### src/rtl/tlg_pkg.sv
package tlg_pkg;

  // Default grid limits
  localparam int DEF_MAX_ROWS = 64;
  localparam int DEF_MAX_COLS = 64;

  // Field widths
  localparam int CFG_W      = 7;
  localparam int ROW_W      = 6;
  localparam int COL_W      = 6;
  localparam int KIND_W     = 2;
  localparam int ROW_BITS_W = 64;
  localparam int ADDR_W     = 3;
  localparam int PDATA_W    = 32;

  // Input kinds
  localparam logic [KIND_W-1:0] KIND_TOGGLE = 2'd0;
  localparam logic [KIND_W-1:0] KIND_CLEAR  = 2'd1;
  localparam logic [KIND_W-1:0] KIND_EVOLVE = 2'd2;
  localparam logic [KIND_W-1:0] KIND_READ   = 2'd3;

  // Register index, taken from paddr[2]
  localparam logic REG_ROWS = 1'b0;
  localparam logic REG_COLS = 1'b1;

  // Control broadcast from the sequencer to every row cell
  typedef struct packed {
    logic             clear;
    logic             shift;
    logic             flip;
    logic [ROW_W-1:0] flip_row;
    logic [COL_W-1:0] flip_col;
    logic [ROW_W-1:0] ring_last;
  } tlg_ctl_t;

endpackage

### src/rtl/tlg_row_cell.sv
module tlg_row_cell #(
  parameter int W   = tlg_pkg::DEF_MAX_COLS,
  parameter int IDX = 0
) (
  input  logic               clk,
  input  logic               rst,
  input  tlg_pkg::tlg_ctl_t  ctl,
  input  logic [W-1:0]       next_word,
  input  logic [W-1:0]       feed,
  output logic [W-1:0]       word
);

  localparam logic [tlg_pkg::ROW_W-1:0] MY_IDX = tlg_pkg::ROW_W'(IDX);

  // Hold one grid row; rotate within the active ring, take the feed at its end
  always_ff @(posedge clk) begin
    if (rst) begin
      word <= '0;
    end else if (ctl.clear) begin
      word <= '0;
    end else if (ctl.shift) begin
      if (MY_IDX == ctl.ring_last) begin
        word <= feed;
      end else if (MY_IDX < ctl.ring_last) begin
        word <= next_word;
      end
    end else if (ctl.flip && (ctl.flip_row == MY_IDX)) begin
      word <= word ^ (W'(1) << ctl.flip_col);
    end
  end

endmodule

### config.mk
export PLATFORM = sky130hd
export DESIGN_NAME = tlg_row_cell
export DESIGN_NICKNAME = d
export VERILOG_FILES = /design/src/rtl/tlg_pkg.sv /design/src/rtl/tlg_row_cell.sv
export SDC_FILE = /design/constraint.sdc
export NUM_CORES = 1
export LEC_CHECK = 0
export ABC_AREA = 1
export BUFFER_PORTS_ARGS = -buffer_cell sky130_fd_sc_hd__buf_2
export CORE_AREA = 10 10 119 121
export CTS_CLUSTER_SIZE = 25
export DETAILED_ROUTE_END_ITERATION = 12
export DIE_AREA = 0 0 129 131
export PLACE_DENSITY = 0.81
export REMOVE_ABC_BUFFERS = 1
export SKIP_CTS_REPAIR_TIMING = 1
export SLEW_MARGIN = 20
export SYNTH_ARGS = -nofsm -noshare
export SYNTH_HDL_FRONTEND = slang
export SYNTH_SLANG_ARGS = --single-unit
### constraint.sdc
create_clock -name clk -period 1.75 [get_ports clk]
set_input_delay 0.35 -clock clk [delete_from_list [all_inputs] [get_ports clk]]
set_output_delay 0.35 -clock clk [all_outputs]
set_load 0.005 [all_outputs]
==> reports/results.txt <==
Leakage Power: 0.00434 uW
Fmax achieved: 818 MHz
RSZ-0062 raised after global routing: false
CTS H-tree depth: 3
CTS tree: yes
Clk root buf: clkbuf_16
Vias in the first global route: 6791
Reg2reg setup slack: 0.94 ns
Final Max Slew Viols: 0
IO Pins: 215
Ys Warns: 0
Area of the core: 11800 sq um
Hold Crit Start: next_word[15]
Cells after synthesis: 1070
Initial antenna violation count: 0
Final core utilization: 0.639
Critical Path Fanout Max: 4
Worst Path Arrival: 0.87 ns
First DRT Iteration DRCs: 535
Clock skew: 0 ns
Filler cell count: 1158
Cell variety after synth: 17
Drt first pass iters: 6
Hold path depth: 7
TNS Setup: 0 ns
Cells after DPL: 1380
Max-Cap Viols: 0
Max clock buf depth: 2
Setup Viol. Count Final: 0
Syn Area/Cell: 5.51 sq um
Worst hold path class: primary input to flip-flop
Post-synthesis sequential element count: 64
CP max stage cell: dfxtp_1
Slew headroom: 0.703
Global-route wire length before repair: 31100 um
Routed WL per cell: 13.7 um
Total track usage: 0.218
Port buffer count: 214
Most frequent cells in the layout: 251 x inv_1, 214 x buf_2, 190 x nand3_1
Floorplan row count: 40
Initial Util: 0.499
Worst reg-to-reg path cell count: 3
CP startpoint kind: flip-flop
CP endpoint kind: primary output
Most flops, register: word
Setup CP Type: flip-flop to primary output
Finished Layout Cells: 1397
Worst skew pair latency: 0.33 ns
Worst r2r dst: word[16]
ANT nets after route: 0
Post-route worst setup slack: 0.527 ns
Min-Delay Endpoint: word[15]
Routed WL: 19200 um
CTS clk-pin slew, worst paths: 0.06 ns
Final Hold Vio Count: 0
CP Buf/Inv Count: 1
Final nets: 1395
DR DRC count: 0
DP Worst Slack: 0.207 ns
Worst-path cell chain: buf_2
Largest net degree at the start of global routing: 65
Area delta synth->final: 28.1%
Register area share after synthesis: 0.217
Min cycle time layout: 1.22 ns
Final period utilization: 0.699
Chip height: 131 um
Vias per inst: 5.28
Gpl congestion: 0.802
Peak supply drop: 0.376 mV
Slew @ Worst Pin: 0.445 ns
Die W: 129 um
Syn Std Cell Area: 5890 sq um
Max reg flops: 64
Layout cells sized above 1: 0.221
Cell family with most CP delay: flip-flops
Power Dens Cells: 603 nW/um^2
Die area: 16900 sq um
Reg2reg start: word[16]
Total gr overflow: 0
Sink Count: 64
Commonest non-fill, non-tap cell in the layout: inv_1
Worst path max stage delay: 0.39 ns
Largest regs: word: 64 flops
DP HPWL: 13900 um
Final hold slack: 0.441 ns
Vias: 7382
Critical Path RT: 1.40 ns
Number of buffers created by CTS: 9
Outcome: finished, final reports clean
[worst reg2reg max path, delay by kind of cell (launching register included)]
| kind | cells | cell delay (ns) |
|---|---|---|
| and+or+nand+nor | 1 | 0.09 |
| DFF | 1 | 0.37 |
| AOI/OAI and AO/OA | 2 | 0.28 |
[kinds of logic (layout without fill, tap and decap cells)]
| group | Yosys count | in the layout | synth area share |
|---|---|---|---|
| buf+inv | 343 | 522 | 0.226 |
| simple gates | 519 | 519 | 0.428 |
| other cells | 0 | 1 | 0 |
| flops | 64 | 64 | 0.217 |
| compound gates | 144 | 144 | 0.129 |
[where the power goes]
group | total, uW | internal (uW) | switching [uW]
combinational | 1040 | 422 | 618
clock | 1930 | 1280 | 650
sequential | 1580 | 1520 | 57.0
[final cells by class]
type	count	area, sq um	share of cell area
antenna	1	2.50	0.000331
clock buffer	13	250	0.0331
clock inverter	3	65.1	0.00862
inverter	255	957	0.127
multi-input combinational	663	3320	0.440
sequential	64	1280	0.170
tap	147	184	0.0244
timing repair buffer	251	1490	0.197
[per-stage QoR]
stage | cell area, sq um | total power (uW)
finish | 7550 | 4550
global route | 7550 | 4790
floorplan | 5520 | 2110
CTS | 7550 | 4570
detailed placement | 7230 | 2640
global placement | 7230 | 2620
[per-layer routing]
| metal | wire [um] | up-vias | GRT usage |
|---|---|---|---|
| met5 | 0 | - | 0 |
| met1 | 8180 | 3291 | 0.261 |
| met2 | 9130 | 242 | 0.378 |
| met3 | 1650 | 12 | 0.0572 |
| li1 | - | 3837 | - |
| met4 | 205 | 0 | 0.0589 |
[how the worst max path moves through the flow]
stage                     startpoint        to  slack, ns  cells past startpoint
after global routing          ctl[6]  word[34]       0.40                      8
after CTS                   word[37]  word[37]       0.53                      1
after global placement        ctl[3]  word[35]       0.24                      9
final                       word[14]  word[14]       0.53                      1
after detailed placement      ctl[9]  word[14]       0.21                      9
after floorplan               ctl[4]   word[0]      -3.15                      7
[cell usage after synthesis, drive strengths merged]
cell type  count  area, sq um
nor2          21         88.8
a21oi         64          320
nand2        178          668
dfxtp         64         1280
buf           50          231
nand3        191          956
o21bai        16          120
inv          254          953
clkinv         1         3.75
clkbuf        38          143
nand4        129          807
o21ai         64          320
(Power assumes the default switching activity.)
