File: config.mk
export PLATFORM = sky130hd
export DESIGN_NAME = tlg_next_row
export DESIGN_NICKNAME = d
export VERILOG_FILES = /design/src/rtl/tlg_pkg.sv /design/src/rtl/tlg_next_row.sv
export SDC_FILE = /design/constraint.sdc
export NUM_CORES = 1
export LEC_CHECK = 0
export BUFFER_PORTS_ARGS = -buffer_cell sky130_fd_sc_hd__buf_4
export CAP_MARGIN = 25
export CORE_ASPECT_RATIO = 0.6
export CORE_MARGIN = 3
export CORE_UTILIZATION = 35
export DETAILED_ROUTE_END_ITERATION = 12
export PLACE_DENSITY = 0.57
export SLEW_MARGIN = 20
export SYNTH_ARGS = -nofsm -noshare
export SYNTH_HDL_FRONTEND = slang
export SYNTH_SLANG_ARGS = --single-unit
File: constraint.sdc
create_clock -name vclk -period 3.1
set_input_delay 0.155 -clock vclk [all_inputs]
set_output_delay 0.155 -clock vclk [all_outputs]
set_load 0.02 [all_outputs]
File: src/rtl/tlg_pkg.sv
package tlg_pkg;

  // Default grid limits
  localparam int DEF_MAX_ROWS = 64;
  localparam int DEF_MAX_COLS = 64;

  // Field widths
  localparam int CFG_W      = 7;
  localparam int ROW_W      = 6;
  localparam int COL_W      = 6;
  localparam int KIND_W     = 2;
  localparam int ROW_BITS_W = 64;
  localparam int ADDR_W     = 3;
  localparam int PDATA_W    = 32;

  // Input kinds
  localparam logic [KIND_W-1:0] KIND_TOGGLE = 2'd0;
  localparam logic [KIND_W-1:0] KIND_CLEAR  = 2'd1;
  localparam logic [KIND_W-1:0] KIND_EVOLVE = 2'd2;
  localparam logic [KIND_W-1:0] KIND_READ   = 2'd3;

  // Register index, taken from paddr[2]
  localparam logic REG_ROWS = 1'b0;
  localparam logic REG_COLS = 1'b1;

  // Control broadcast from the sequencer to every row cell
  typedef struct packed {
    logic             clear;
    logic             shift;
    logic             flip;
    logic [ROW_W-1:0] flip_row;
    logic [COL_W-1:0] flip_col;
    logic [ROW_W-1:0] ring_last;
  } tlg_ctl_t;

endpackage

File: src/rtl/tlg_next_row.sv
module tlg_next_row #(
  parameter int W = tlg_pkg::DEF_MAX_COLS
) (
  input  logic [W-1:0]                up,
  input  logic [W-1:0]                mid,
  input  logic [W-1:0]                down,
  input  logic [tlg_pkg::COL_W-1:0]   last_col,
  input  logic                        single_row,
  output logic [W-1:0]                new_word
);

  // Apply the birth and survival rule to every column at once
  always_comb begin
    logic [tlg_pkg::COL_W-1:0] lidx;
    logic [tlg_pkg::COL_W-1:0] ridx;
    logic [3:0]                n_mid;
    logic [3:0]                n_up;
    logic [3:0]                n_dn;
    logic [3:0]                n_all;
    logic                      single_col;
    single_col = (last_col == '0);
    new_word   = '0;
    for (int c = 0; c < W; c++) begin
      // Wrap column neighbours over the active width
      lidx = (c == 0) ? last_col : tlg_pkg::COL_W'(c - 1);
      if ((c == W - 1) || (tlg_pkg::COL_W'(c) == last_col)) begin
        ridx = '0;
      end else begin
        ridx = tlg_pkg::COL_W'(c + 1);
      end
      // Centre row: skip offsets landing on the cell itself
      n_mid = single_col ? 4'd0 : (4'(mid[lidx]) + 4'(mid[ridx]));
      n_up  = single_row ? n_mid : (4'(up[lidx]) + 4'(up[c]) + 4'(up[ridx]));
      n_dn  = single_row ? n_mid : (4'(down[lidx]) + 4'(down[c]) + 4'(down[ridx]));
      n_all = n_mid + n_up + n_dn;
      new_word[c] = (tlg_pkg::COL_W'(c) <= last_col) &&
                    ((n_all == 4'd3) || ((n_all == 4'd2) && mid[c]));
    end
  end

endmodule

==> impl_metrics.toml <==
[final_layout]
fin_util_pct = 56.81
final.fill_count = 3969
seq_cell_count = 0
final_nets = 3141
antenna_cells = 0
clkbuf_count = 0
regArea_um2 = 0
drive_gt1_share_pct = 53.87
multi_input_area_um2 = 17540
area_delta_synth_final_pct = 58.60

[synthesis]
synth_cell_types = 55
yosys_warnings = 0
syn_avg_cell_area_um2 = 8.235
syn_inst = 1969
synth-simple-area-share_pct = 17.28
syn_nets = 2552
synthAdderAreaFrac_pct = 41.48
synth_top_family_by_area = "adder cells"
synth_area_um2 = 16220
synth_compound_area_share_pct = 15.21
synth_seq_area_share_pct = 0
synthXorXnorAreaFrac_pct = 0
synth.mux.area_fraction_pct = 16.78

[grt]
grt.total_usage_pct = 28.40
grt_max_degree = 71
grt_pass1_vias = 17800
grt_antenna_before_repair = 0
grt_pass1_wl_mm = 109.1
grt_overflow = 0

[place]
dpl.hpwl_mm = 58.76
port_buffers = 263
routabilityCongestion = 0.9892
dpl_worst_slack_ns = -0.7717

[status]
violations = "negative setup slack"
status = "finished with violations"

[routing]
vias_per_cell = 5.677
routedWlPerCell_um = 23.19
antenna_left = 0
drt_wl_total_mm = 73.64
firstDrtPassIters = 6
drt-initial-drc-count = 1694
route.detailed.drc = 0
num_vias = 18030

[timing]
post-route-min-period_ns = 3.606
fmax_ghz = 0.2773
rsz0062_at_grt = "true"
timing.final.hold_violations = 0
setup_viol_count_final = 64
slew_headroom_pct = 50.21
whs_ns = 0.7297
worst_slew_pin_slew_ns = 0.7390
timing.final.ws_setup_ns = -0.5058
slew_viol_final = 0
finalCritPeriodShare_pct = 116.3

[power_and_ir_drop]
power_density_nw_per_um2 = 210.3
ir_drop_uv = 103.8
p_leak_nw = 11.18

[die]
die_area_um2 = 49030
initial_core_util_pct = 35.82
core_um2 = 45270
die_x_um = 283.9
design.portCount = 263
placementRows = 60
fp.dieH_um = 172.7

[worst_hold_path]
hold_class = "in2out"

[setup_path]
critical_path_class = "in2out"
cp.arrival_ns = 3.45
critPathMaxFanout = 8
startpoint = "last_col[0]"
endpoint_kind = "output pin"
required_ns = 2.94
critPathLaunchType = "primary input"
critPathCapture = "new_word[0]"

[flow_run]
drv_cap = 0
kinds of logic after synthesis:
| logic type | after synthesis |
|---|---|
| muxes | 212 |
| buffers and inverters | 363 |
| and+or+nand+nor | 594 |
| AOI/OAI and AO/OA | 416 |
| adders and majority gates | 384 |
repair_timing:
action / in CTS / in global routing
hold buffers: 0 / 0
cloned: 6 / 1
gates resized for setup: 412 / 339
buffers inserted: 58 / 38
endpoints found under the setup margin: 64 / 64
pin swaps: 119 / 151
how the worst min path moves through the flow:
stage	slack, ns	to	cells after the start	startpoint
after floorplan	0.49	new_word[63]	2	mid[63]
after global placement	0.71	new_word[32]	4	mid[32]
after detailed placement	0.71	new_word[32]	4	mid[32]
after CTS	0.73	new_word[32]	4	mid[32]
after global routing	0.74	new_word[32]	4	mid[32]
final	0.73	new_word[32]	4	mid[32]
routing by layer:
| layer | vias to the layer above | share of wire, % | global-route usage, % |
|---|---|---|---|
| met5 | - | 0 | 0 |
| met4 | 0 | 2.5 | 5.314 |
| met3 | 131 | 9.6 | 5.441 |
| met2 | 924 | 45 | 43.95 |
| met1 | 8924 | 43 | 41.47 |
| li1 | 8050 | - | - |
power by group:
part	switching (W)	total (W)	internal, W
sequential	0	0	0
clock	0	0	0
combinational	0.00290	0.00541	0.00251
total	0.00290	0.00541	0.00251
critical path, stage by stage:
cell      delay, ns
buf_16         0.13
buf_12         0.16
buf_12         0.14
buf_4          0.18
mux2i_1        0.17
o22ai_1        0.18
nor3_1         0.07
a22o_1         0.28
a211oi_2       0.28
ha_2           0.28
a31oi_2        0.12
fa_1           0.58
inv_2          0.05
ha_4           0.25
o211ai_1       0.09
nor2_2         0.18
buf_6          0.14
area by class of cell:
type                            instances  share of cell area [%]
Inverter                              211                   3.104
Multi-Input combinational cell       1606                   68.22
Tap cell                              620                   3.016
Timing Repair Buffer                  739                   25.66
synthesized netlist by cell type, drive strengths merged (2+ instances only):
cell / count / share of area, %
nor4b: 2 / 0.11
a221oi: 5 / 0.27
a31oi: 136 / 5.2
nand3b: 2 / 0.093
nor3: 35 / 1.2
o211ai: 22 / 1.0
and2: 67 / 2.6
inv: 210 / 4.9
nand4b: 6 / 0.32
or3b: 2 / 0.11
nand3: 85 / 2.6
o21ai: 150 / 4.6
o221ai: 2 / 0.11
nor2b: 10 / 0.39
nor4: 10 / 0.39
o22ai: 7 / 0.27
a211oi: 5 / 0.26
a2111oi: 5 / 0.39
mux2i: 105 / 6.5
a21oi: 66 / 2.0
and3: 8 / 0.31
buf: 55 / 2.1
clkbuf: 97 / 2.2
o2111ai: 14 / 0.76
and4b: 8 / 0.49
nand2b: 5 / 0.19
fa: 256 / 32
mux2: 68 / 4.7
mux4: 39 / 5.6
or2: 5 / 0.19
nand2: 121 / 2.8
nor2: 221 / 5.2
ha: 128 / 9.9
or3: 3 / 0.12
cells in the final DEF, fill, tap and decap left out, drive strengths merged, types with 10 or more instances in the layout:
| master | Yosys | layout |
|---|---|---|
| buf | 55 | 737 |
| fa | 256 | 256 |
| nor2 | 221 | 221 |
| inv | 210 | 210 |
| o21ai | 150 | 150 |
| a31oi | 136 | 136 |
| ha | 128 | 128 |
| nand2 | 121 | 121 |
| mux2i | 105 | 105 |
| nand3 | 85 | 85 |
| mux2 | 68 | 68 |
| and2 | 67 | 67 |
| a21oi | 66 | 66 |
| mux4 | 39 | 39 |
| nor3 | 35 | 35 |
| o211ai | 22 | 22 |
| o2111ai | 14 | 14 |
| nor4 | 10 | 10 |
| nor2b | 10 | 10 |
through the flow:
stage | power (W) | std cells | setup TNS [ns] | instance area, um2
2_1_floorplan | 0.002721 | 1969 | -1.273 | 16880
3_3_place_gp | 0.004354 | 3080 | -28.71 | 22030
3_5_place_dp | 0.004462 | 3080 | -31.23 | 22030
4_1_cts | 0.004915 | 3141 | -12.65 | 24160
5_1_grt | 0.005907 | 3176 | -21.59 | 25720
6_report | 0.005409 | 3176 | -14.65 | 25720
Note: power is estimated with default switching activity, not from simulation.
